## config.mk

```make
export PLATFORM = sky130hd
export DESIGN_NAME = pcg32_byte_stream_unit
export DESIGN_NICKNAME = d
export VERILOG_FILES = /design/src/design/pbs_pkg.sv /design/src/design/pbs_dp.sv /design/src/design/pbs_ctl.sv /design/src/design/pcg32_byte_stream_unit.sv
export SDC_FILE = /design/constraint.sdc
export NUM_CORES = 2
export LEC_CHECK = 0
export BUFFER_PORTS_ARGS = -buffer_cell sky130_fd_sc_hd__buf_2
export CAP_MARGIN = 0
export CORE_ASPECT_RATIO = 1.25
export CORE_MARGIN = 2
export CORE_UTILIZATION = 45
export DETAILED_ROUTE_END_ITERATION = 6
export PLACE_DENSITY_LB_ADDON = 0.1
export SYNTH_ARGS = -nofsm -noshare
export SYNTH_HDL_FRONTEND = slang
export SYNTH_SLANG_ARGS = --single-unit
```

## constraint.sdc

```tcl
create_clock -name clk -period 11.4 [get_ports clk]
set_input_delay 1.14 -clock clk [delete_from_list [all_inputs] [get_ports clk]]
set_output_delay 1.14 -clock clk [all_outputs]
set_load 0.02 [all_outputs]
```

## src/design/pbs_pkg.sv

```systemverilog
// Shared constants, types and command/status structs for the PCG32 byte stream unit.
`timescale 1ns / 1ps
`default_nettype none

package pbs_pkg;

  // LCG multiplier and increment
  localparam logic [63:0] LCG_MUL = 64'h5851F42D4C957F2D;
  localparam logic [63:0] LCG_INC = 64'hDD5C0E28D9236311;

  // State after reset: seed of zero, then one advance
  localparam logic [63:0] RESET_STATE = LCG_INC * LCG_MUL + LCG_INC;

  // Output permutation shifts
  localparam int unsigned XS_SHIFT = 18;
  localparam int unsigned WORD_LSB = 27;
  localparam int unsigned ROT_LSB  = 59;
  localparam int unsigned WORD_W   = 32;

  localparam int unsigned MAX_BYTES_DEFAULT = 64;

  typedef enum logic {
    CMD_GENERATE = 1'b0,
    CMD_RESEED   = 1'b1
  } pbs_op_t;

  // Controller to datapath
  typedef struct packed {
    logic       seed_load;  // state <= seed + inc, then advance
    logic       draw;       // capture output word, then advance
    logic       load_out;   // load the selected byte into the output register
    logic [1:0] lane;       // byte of the word to send
  } pbs_cmd_t;

  // Datapath to controller
  typedef struct packed {
    logic adv_busy;
  } pbs_status_t;

endpackage

`default_nettype wire

```

## src/design/pbs_dp.sv

```systemverilog
// Datapath: generator state, four-step shared-multiplier advance, output word and byte register.
`timescale 1ns / 1ps
`default_nettype none

module pbs_dp
  import pbs_pkg::*;
(
  input  wire logic        clk,
  input  wire logic        rst,
  input  wire logic [63:0] seed_value,
  input  wire pbs_cmd_t    ctl,
  output pbs_status_t      status,
  output logic [7:0]       random_byte
);

  typedef enum logic [1:0] {
    STEP_LO_LO,
    STEP_HI_LO,
    STEP_LO_HI,
    STEP_FOLD
  } adv_step_t;

  logic [63:0] state;
  logic        busy;
  adv_step_t   step;

  logic [31:0] mul_a;
  logic [31:0] mul_b;
  logic [63:0] prod;
  logic [63:0] acc;
  logic [31:0] word;
  logic [31:0] acc_hi_sum;

  function automatic logic [31:0] xsh_rr(input logic [63:0] x);
    logic [63:0] xs;
    logic [31:0] w;
    logic [63:0] dbl;
    xs  = x ^ (x >> XS_SHIFT);
    w   = xs[WORD_LSB +: WORD_W];
    dbl = {w, w} >> x[ROT_LSB +: 5];
    return dbl[31:0];
  endfunction

  // Operand select for the shared 32x32 multiplier
  always_comb begin
    case (step)
      STEP_LO_LO: begin
        mul_a = state[31:0];
        mul_b = LCG_MUL[31:0];
      end
      STEP_HI_LO: begin
        mul_a = state[63:32];
        mul_b = LCG_MUL[31:0];
      end
      STEP_LO_HI: begin
        mul_a = state[31:0];
        mul_b = LCG_MUL[63:32];
      end
      default: begin
        mul_a = state[31:0];
        mul_b = LCG_MUL[31:0];
      end
    endcase
  end

  assign acc_hi_sum = acc[63:32] + prod[31:0];

  always_ff @(posedge clk) begin
    if (rst) begin
      state <= RESET_STATE;
      busy  <= 1'b0;
      step  <= STEP_LO_LO;
    end else if (ctl.seed_load) begin
      state <= seed_value + LCG_INC;
      busy  <= 1'b1;
      step  <= STEP_LO_LO;
    end else if (ctl.draw) begin
      busy <= 1'b1;
      step <= STEP_LO_LO;
    end else if (busy) begin
      case (step)
        STEP_LO_LO: step <= STEP_HI_LO;
        STEP_HI_LO: step <= STEP_LO_HI;
        STEP_LO_HI: step <= STEP_FOLD;
        default: begin
          // fold the last cross product into the high half
          state <= {acc_hi_sum, acc[31:0]};
          busy  <= 1'b0;
          step  <= STEP_LO_LO;
        end
      endcase
    end
  end

  always_ff @(posedge clk) begin
    prod <= mul_a * mul_b;
    if (busy) begin
      case (step)
        STEP_HI_LO: acc <= prod + LCG_INC;
        STEP_LO_HI: acc <= {acc_hi_sum, acc[31:0]};
        default:    acc <= acc;
      endcase
    end
    if (ctl.draw) begin
      word <= xsh_rr(state);
    end
    if (ctl.load_out) begin
      random_byte <= word[{ctl.lane, 3'b000} +: 8];
    end
  end

  assign status.adv_busy = busy;

endmodule

`default_nettype wire

```

## src/design/pbs_ctl.sv

```systemverilog
// Controller: command handshake, byte run sequencing and output valid/last flags.
`timescale 1ns / 1ps
`default_nettype none

module pbs_ctl
  import pbs_pkg::*;
#(
  parameter int unsigned MAX_BYTES = MAX_BYTES_DEFAULT
) (
  input  wire logic        clk,
  input  wire logic        rst,
  input  wire logic        cmd_valid,
  output logic             cmd_stall,
  input  wire logic        command,
  input  wire logic [6:0]  byte_count,
  output logic             byte_valid,
  input  wire logic        byte_stall,
  output logic             last_byte,
  output pbs_cmd_t         ctl,
  input  wire pbs_status_t status
);

  localparam int unsigned CNT_W = $clog2(MAX_BYTES + 1);

  typedef enum logic [1:0] {
    S_IDLE,
    S_DRAW,
    S_EMIT
  } ctl_state_t;

  ctl_state_t       fsm;
  logic [CNT_W-1:0] remaining;
  logic [1:0]       lane;
  logic [CNT_W-1:0] sat_count;
  logic             cmd_take;
  logic             slot_free;

  assign cmd_stall = (fsm != S_IDLE) || status.adv_busy;
  assign cmd_take  = cmd_valid && !cmd_stall;
  assign slot_free = !byte_valid || !byte_stall;

  // clamp the request to the largest run
  assign sat_count = (byte_count > 7'(MAX_BYTES)) ? CNT_W'(MAX_BYTES) : CNT_W'(byte_count);

  always_comb begin
    ctl.seed_load = 1'b0;
    ctl.draw      = 1'b0;
    ctl.load_out  = 1'b0;
    ctl.lane      = lane;
    unique case (fsm)
      S_IDLE: ctl.seed_load = cmd_take && (command == CMD_RESEED);
      S_DRAW: ctl.draw      = !status.adv_busy;
      S_EMIT: ctl.load_out  = slot_free;
      default: ;
    endcase
  end

  always_ff @(posedge clk) begin
    if (rst) begin
      fsm        <= S_IDLE;
      remaining  <= '0;
      lane       <= '0;
      byte_valid <= 1'b0;
      last_byte  <= 1'b0;
    end else begin
      if (byte_valid && !byte_stall) begin
        byte_valid <= 1'b0;
      end
      unique case (fsm)
        S_IDLE: begin
          if (cmd_take && (command == CMD_GENERATE) && (sat_count != '0)) begin
            remaining <= sat_count;
            fsm       <= S_DRAW;
          end
        end
        S_DRAW: begin
          if (!status.adv_busy) begin
            lane <= '0;
            fsm  <= S_EMIT;
          end
        end
        S_EMIT: begin
          if (slot_free) begin
            byte_valid <= 1'b1;
            last_byte  <= (remaining == CNT_W'(1));
            remaining  <= remaining - CNT_W'(1);
            lane       <= lane + 2'd1;
            if (remaining == CNT_W'(1)) begin
              fsm <= S_IDLE;
            end else if (lane == 2'd3) begin
              fsm <= S_DRAW;
            end
          end
        end
        default: fsm <= S_IDLE;
      endcase
    end
  end

endmodule

`default_nettype wire

```

## src/design/pcg32_byte_stream_unit.sv

```systemverilog
// Top level of the PCG32 XSH-RR byte stream unit.
//
//   channel | valid      | stall      | payload
//   --------+------------+------------+----------------------------------------
//   command | cmd_valid  | cmd_stall  | command, seed_value, byte_count
//   bytes   | byte_valid | byte_stall | random_byte, last_byte
//
// A generate of n bytes runs in groups of four: the word is captured and the state
// advance started, then one byte is sent per cycle while the output is not stalled.
// The advance uses one shared 32x32 multiplier and overlaps the bytes of its group.
// A reseed loads the seed and runs the advance before the next command is taken.
// Reset loads the state seeded with zero. A stalled byte holds the run in place.
`timescale 1ns / 1ps
`default_nettype none

module pcg32_byte_stream_unit
  import pbs_pkg::*;
#(
  parameter int unsigned MAX_BYTES_PER_REQUEST = MAX_BYTES_DEFAULT
) (
  input  wire logic        clk,
  input  wire logic        rst,
  input  wire logic        cmd_valid,
  output logic             cmd_stall,
  input  wire logic        command,
  input  wire logic [63:0] seed_value,
  input  wire logic [6:0]  byte_count,
  output logic             byte_valid,
  input  wire logic        byte_stall,
  output logic [7:0]       random_byte,
  output logic             last_byte
);

  pbs_cmd_t    ctl;
  pbs_status_t status;

  pbs_ctl #(
    .MAX_BYTES(MAX_BYTES_PER_REQUEST)
  ) u_ctl (
    .clk        (clk),
    .rst        (rst),
    .cmd_valid  (cmd_valid),
    .cmd_stall  (cmd_stall),
    .command    (command),
    .byte_count (byte_count),
    .byte_valid (byte_valid),
    .byte_stall (byte_stall),
    .last_byte  (last_byte),
    .ctl        (ctl),
    .status     (status)
  );

  pbs_dp u_dp (
    .clk         (clk),
    .rst         (rst),
    .seed_value  (seed_value),
    .ctl         (ctl),
    .status      (status),
    .random_byte (random_byte)
  );

  // a new word is never captured while the previous advance is in flight
  assert property (@(posedge clk) disable iff (rst) ctl.draw |-> !status.adv_busy)
    else $error("word drawn during state advance");

  // a byte never overwrites one that is still stalled
  assert property (@(posedge clk) disable iff (rst)
    ctl.load_out |-> !(byte_valid && byte_stall))
    else $error("output byte overwritten while stalled");

  // an accepted reseed always starts an advance
  assert property (@(posedge clk) disable iff (rst)
    (cmd_valid && !cmd_stall && (command == CMD_RESEED)) |=> status.adv_busy)
    else $error("reseed transaction did not start an advance");

  // no command is taken while a byte run is in progress
  assert property (@(posedge clk) disable iff (rst)
    (byte_valid && !last_byte) |-> cmd_stall)
    else $error("command transaction accepted mid-run");

endmodule

`default_nettype wire
```

Yosys cells after proc, flatten, opt, wreduce, memory -nomap -nowiden
Index checks and enable logic that the tools add are counted.
Word-level totals
  register bits: 248
  latch bits: 0
  memory bits (writable): 0
  bits in read-only memories: 0
  input bits: 76
  output and inout port bits: 11
  word-level logic and storage cells: 96
  memories kept: 0
Cells by class
  add/subtract/negate cells: 5
  $mul: 1
  divide/modulo/power cells: 0
  $lt $le $gt $ge: 1
  equal/unequal tests: 12
  shifts and indexed selects: 2
  multiplexer cells: 31
  bitwise operators: 3
  reductions and logical operators: 28
Operators with widths (number)
  $mux 64: 4
  $add 64x64->64 const B: 2
  $pmux 64 s2: 1
  $shr 64x5->32: 1
  $mul 32x31->63: 1
  $xor 59x46->59: 1
  $add 32x32->32: 1
  $mux 32: 1
  $shiftx 32x6->8: 1
  $mux 29: 1
  $mux 7: 3
  $mux 2: 7
  $pmux 7 s2: 1
  $pmux 2 s3: 2
  $reduce_and 3->1: 4
  $mux 1: 10
  $reduce_bool 2->1: 5
  $ne 2x1->1 const B: 4
  $eq 7x1->1 const B: 1
  $gt 7x7->1 const B: 1
  $reduce_bool 7->1: 1
  $sub 7x1->7 const B: 1
  $eq 2x2->1 const B: 3
  $reduce_or 3->1: 2
  other kinds (12): 24

Longest topological paths before layout
  depth in word-level cells: 8
  gate-level depth with buffers: 37
  depth with buffers taken out: 33

Modules after synthesis
Synthesis repeated with hierarchy kept, for this count alone.
Unflattened totals
  cell total of the unflattened synthesis: 4133
  area total of the unflattened synthesis: 38076.5 um^2
By module, submodules not included
  pbs_dp: times used 1, cells each 4033, area each 37243.2 um^2, sequential area each 5745.5 um^2
  pbs_ctl: times used 1, cells each 100, area each 833.3 um^2, sequential area each 260.2 um^2

Worst setup path before layout
Ideal clock, no wire load.
  kind: reg2reg
  start: reg u_dp.step[1]
  end: reg u_dp.prod[60]
  library setup time: 0.095 ns
  data arrival time: 8.659 ns
  data required time: 11.305 ns
  path slack: 2.646 ns
  cell stages (with the launch flop): 33
  buffers on the path: 5
  clock period less this slack: 8.754 ns
  cell sequence: dfxtp_1 > inv_1 > ha_1 > clkbuf_1 > clkbuf_1 > buf_2 > buf_2 > mux2i_1 > inv_1 > fa_1 > inv_1 > fa_1 > inv_1 > fa_1 > inv_1 > fa_1 > inv_1 > fa_1 > fa_1 > fa_1 > inv_1 > fa_1 > inv_1 > ha_1 > clkbuf_1 > nand4_1 > nor3_1 > nor3b_1 > o211ai_1 > a21oi_1 > o31ai_2 > a2111o_1 > o311ai_1
Between the ends
  longest elaborated chain between the ends: 3
  elaborated cells on any way between the ends: 5
  classes of those cells: 1 x mul; 2 x eq/ne; 2 x mux
RTL lines
  start: declaration: line pbs_dp.sv:25  | adv_step_t step;
  start signal: assignment: line pbs_dp.sv:72  | step <= STEP_LO_LO;
  start signal: assignment: line pbs_dp.sv:76  | step <= STEP_LO_LO;
  start signal: assignment: line pbs_dp.sv:79  | step <= STEP_LO_LO;
  $eq 2x1->1 / $eq 2x2->1 (equally long branches): line pbs_dp.sv:46  | case (step)
  $mux 32 / $mux 29 (equally long branches): line pbs_dp.sv:46
  $mul 32x31->63 *: line pbs_dp.sv:96  | prod <= mul_a * mul_b;
  end signal: assignment: line pbs_dp.sv:96
  end: declaration: line pbs_dp.sv:29  | logic [63:0] prod;
Every way passes the cells marked *; elsewhere a longest branch is shown, timed or not.
A chain may end at the register's enable or synchronous reset.

Worst setup path after layout
  start: reg u_dp.step[1]
  end: reg u_dp.prod[59]
Same word-level chain as after synthesis.

==> impl_metrics.yaml <==
status:
  status: "finished, final reports clean"
synth:
  synthCells: 4066
  synth_top_family_by_area: "adder cells"
  synth_edf_count: 104
  synthMuxAreaShare_pct: 4.212
  ys.flop_type: "dfxtp_1"
  async_flop_share_pct: 0
  synth_xor_area_share_pct: 4.895
  synthTopCellsByArea: "fa_1 28%, ha_1 15%, edfxtp_1 8.2%, inv_1 7.7%, dfxtp_1 7.5%"
  ys_ff_latch: 247
  synthSimpleGateAreaFrac_pct: 10.11
  syn_area_um2: 37930
  synthAdderAreaFrac_pct: 43.39
  yosys_warnings: 0
  synth_compound_gate_area_share_pct: 12.47
  syn_area_per_cell_um2: 9.330
  ys_types: 105
  yosys.area.top_type: "fa_1"
  ys_seq_area_share_pct: 15.78
  synth_top_area_share_pct: 28.29
place:
  port_buffers: 86
  post-dp-hpwl_um: 100200
  place_congestion: 0.9489
global_routing:
  antenna_found_initial: 3
  use_met3_pct: 2.029
  grt_overflow_total: 0
  grtUsageTotal_pct: 27.29
  gr-usage-met1_pct: 33.18
  grt-busiest-layer: "met2"
  grtUsageMet2_pct: 49.28
  grt_pass1_vias: 29430
  grt_max_degree: 87
  grt_pass1_wl_um: 178400
cts:
  numCtsBuffers: 27
  insertion_delay_ns: 0.59
  htreeDepth: 1
  cts_resized: 0
  clockBufferDepth: 3
  cts_setup_buffers: 0
  path_clk_slew_ns: 0.07
  cts-root-buf: "clkbuf_16"
  cts_sinks: 247
  ctsHoldBuffers: 0
  cts_tree: "done"
critical_path:
  cp.arrival_ns: 10.55
  critical_path_class: "flop to flop"
  r2r-start: "u_dp.step[1]"
  endpoint: "u_dp.prod[59]"
  worstSetupEndpointType: "flop"
  cp-startpoint: "u_dp.step[1]"
  crit_path_start_kind: "flop"
  r2r_slack_ns: 1.37
  path_max_fanout: 21
  reg2regPathDepth: 25
  crit_required_ns: 11.92
  r2r_end: "u_dp.prod[59]"
finish:
  layout_commonest_cell: "inv_1"
  drive_above_1_share_pct: 6.870
  synthToLayoutAreaGrowth_pct: 6.910
  final_core_util_pct: 48.38
  mostFrequentLayoutCells: "778 x inv_1, 536 x fa_1, 456 x ha_1, 281 x nand2_1, 267 x nor2_1"
  fin_nets: 5183
sta:
  whs_ns: 0.4572
  rsz0062_at_grt: "no"
  fin_crit_sh_pct: 88.02
  finClkSkew_ns: 0.03299
  hold_viol_final: 0
  tns_ns: 0
  finalSetupViolCount: 0
  fmax_ghz: 0.09966
  period_minus_slack_ns: 10.03
  max-slew-margin-rel_pct: 8.642
  maxSlewViolCount: 0
  worst_pin_slew_ns: 1.332
route:
  drt_iter0_markers: 1953
  vias_per_cell: 5.464
  vias: 28550
  drc: 0
  wl_per_cell_um: 22.52
  antenna_left: 0
  wirelength_um: 117600
  drtPass1Iterations: 5
floorplan:
  fp.coreArea_um2: 83830
  start_util_pct: 45.25
  die_x_um: 263.7
  rows: 119
  die-area_um2: 86650
  dieHeight_um: 328.6
  io_pins: 87
hold_path:
  hold_path.class: "flop to flop"
job:
  drv_cap: 0
==> registers in the layout (all words and copies together) (netlist names) <==
name              count
u_dp.prod            63
u_dp.acc             64
u_dp.random_byte      8
u_ctl.lane            2
u_ctl.last_byte       1
u_dp.word            32
u_ctl.fsm             2
u_ctl.byte_valid      1
u_dp.status           1
u_ctl.remaining       7
u_dp.step             2
u_dp.state           64
==> metal layers <==
layer | part of all wire, % | wire, µm
met5 | 0.011 | 13
met1 | 40 | 47430
met3 | 3.7 | 4314
met4 | 5.1 | 6050
met2 | 51 | 59830
==> worst min-delay path by stage <==
stage / slack, ns / depth (start not counted) / start / endpoint
2_1_floorplan: 0.42 / 2 / u_dp.state[1] / u_dp.state[1]
3_5_place_dp: 0.44 / 2 / u_dp.state[1] / u_dp.state[1]
6_report: 0.46 / 2 / u_dp.state[1] / u_dp.state[1]
5_1_grt: 0.48 / 2 / u_dp.state[2] / u_dp.state[2]
4_1_cts: 0.46 / 2 / u_dp.state[1] / u_dp.state[1]
3_3_place_gp: 0.45 / 2 / u_dp.state[1] / u_dp.state[1]
==> Yosys cell counts, drive strengths merged, types with 17 or more instances <==
cell / instances
buf: 28
dfxtp: 143
nor3: 47
a221oi: 39
nor2: 268
inv: 780
mux2: 35
and3: 25
clkbuf: 107
mux4: 17
mux2i: 82
a22oi: 18
a31oi: 26
a211oi: 20
nand2b: 24
a21o: 74
a21oi: 208
nand3: 55
nor2b: 36
o21bai: 27
o21ai: 192
fa: 536
xor2: 109
nand4: 30
edfxtp: 104
ha: 458
nand2: 281
xnor2: 103
==> critical path: stages, from the launching register on <==
cell and delay (ns):
dfxtp_1 0.35, inv_1 0.12, ha_2 0.61, buf_4 0.40, mux2i_1 1.10, inv_1 0.69, fa_1 0.69, inv_1 0.05
fa_1 0.48, fa_1 0.47, fa_1 0.55, inv_1 0.05, fa_1 0.56, fa_1 0.43, fa_1 0.51, fa_1 0.41
ha_1 0.39, a21o_1 0.21, a21o_1 0.17, a21oi_1 0.25, nand3b_1 0.12, o21ai_1 0.41, o41ai_1 0.21, or3_1 0.35
a31oi_1 0.21, xnor2_1 0.13
==> layout make-up <==
cell class	count	area, µm²
diodes	1	2.502
clock buffers	30	696.9
clock inverters	20	220.2
fillers	8143	43270
inverters	783	2939
multi-input cells	2930	28630
flip-flops and latches	247	5987
well taps	1089	1363
repair buffers	124	719.4
==> metrics by stage <==
step	setup WS [ns]	area, µm²	instances
final	1.365	40560	5224
after global routing	1.023	40560	5224
after CTS	1.484	40540	5222
after detailed placement	1.517	39620	5172
after global placement	1.480	39620	5172
after floorplan	2.646	38040	4095
==> cell families after synthesis <==
| family | after synthesis |
|---|---|
| other | 2 |
| multiplexers | 134 |
| AND/OR/NAND/NOR | 836 |
| flip-flops | 247 |
| adder cells (fa/ha/maj) | 994 |
| XOR/XNOR | 212 |
| buffers and inverters | 918 |
| AO/OA/AOI/OAI | 723 |
Power is left out: the tool's default activity adds up to more than one toggle a clock period on the data nets, which glitch-free logic cannot reach.
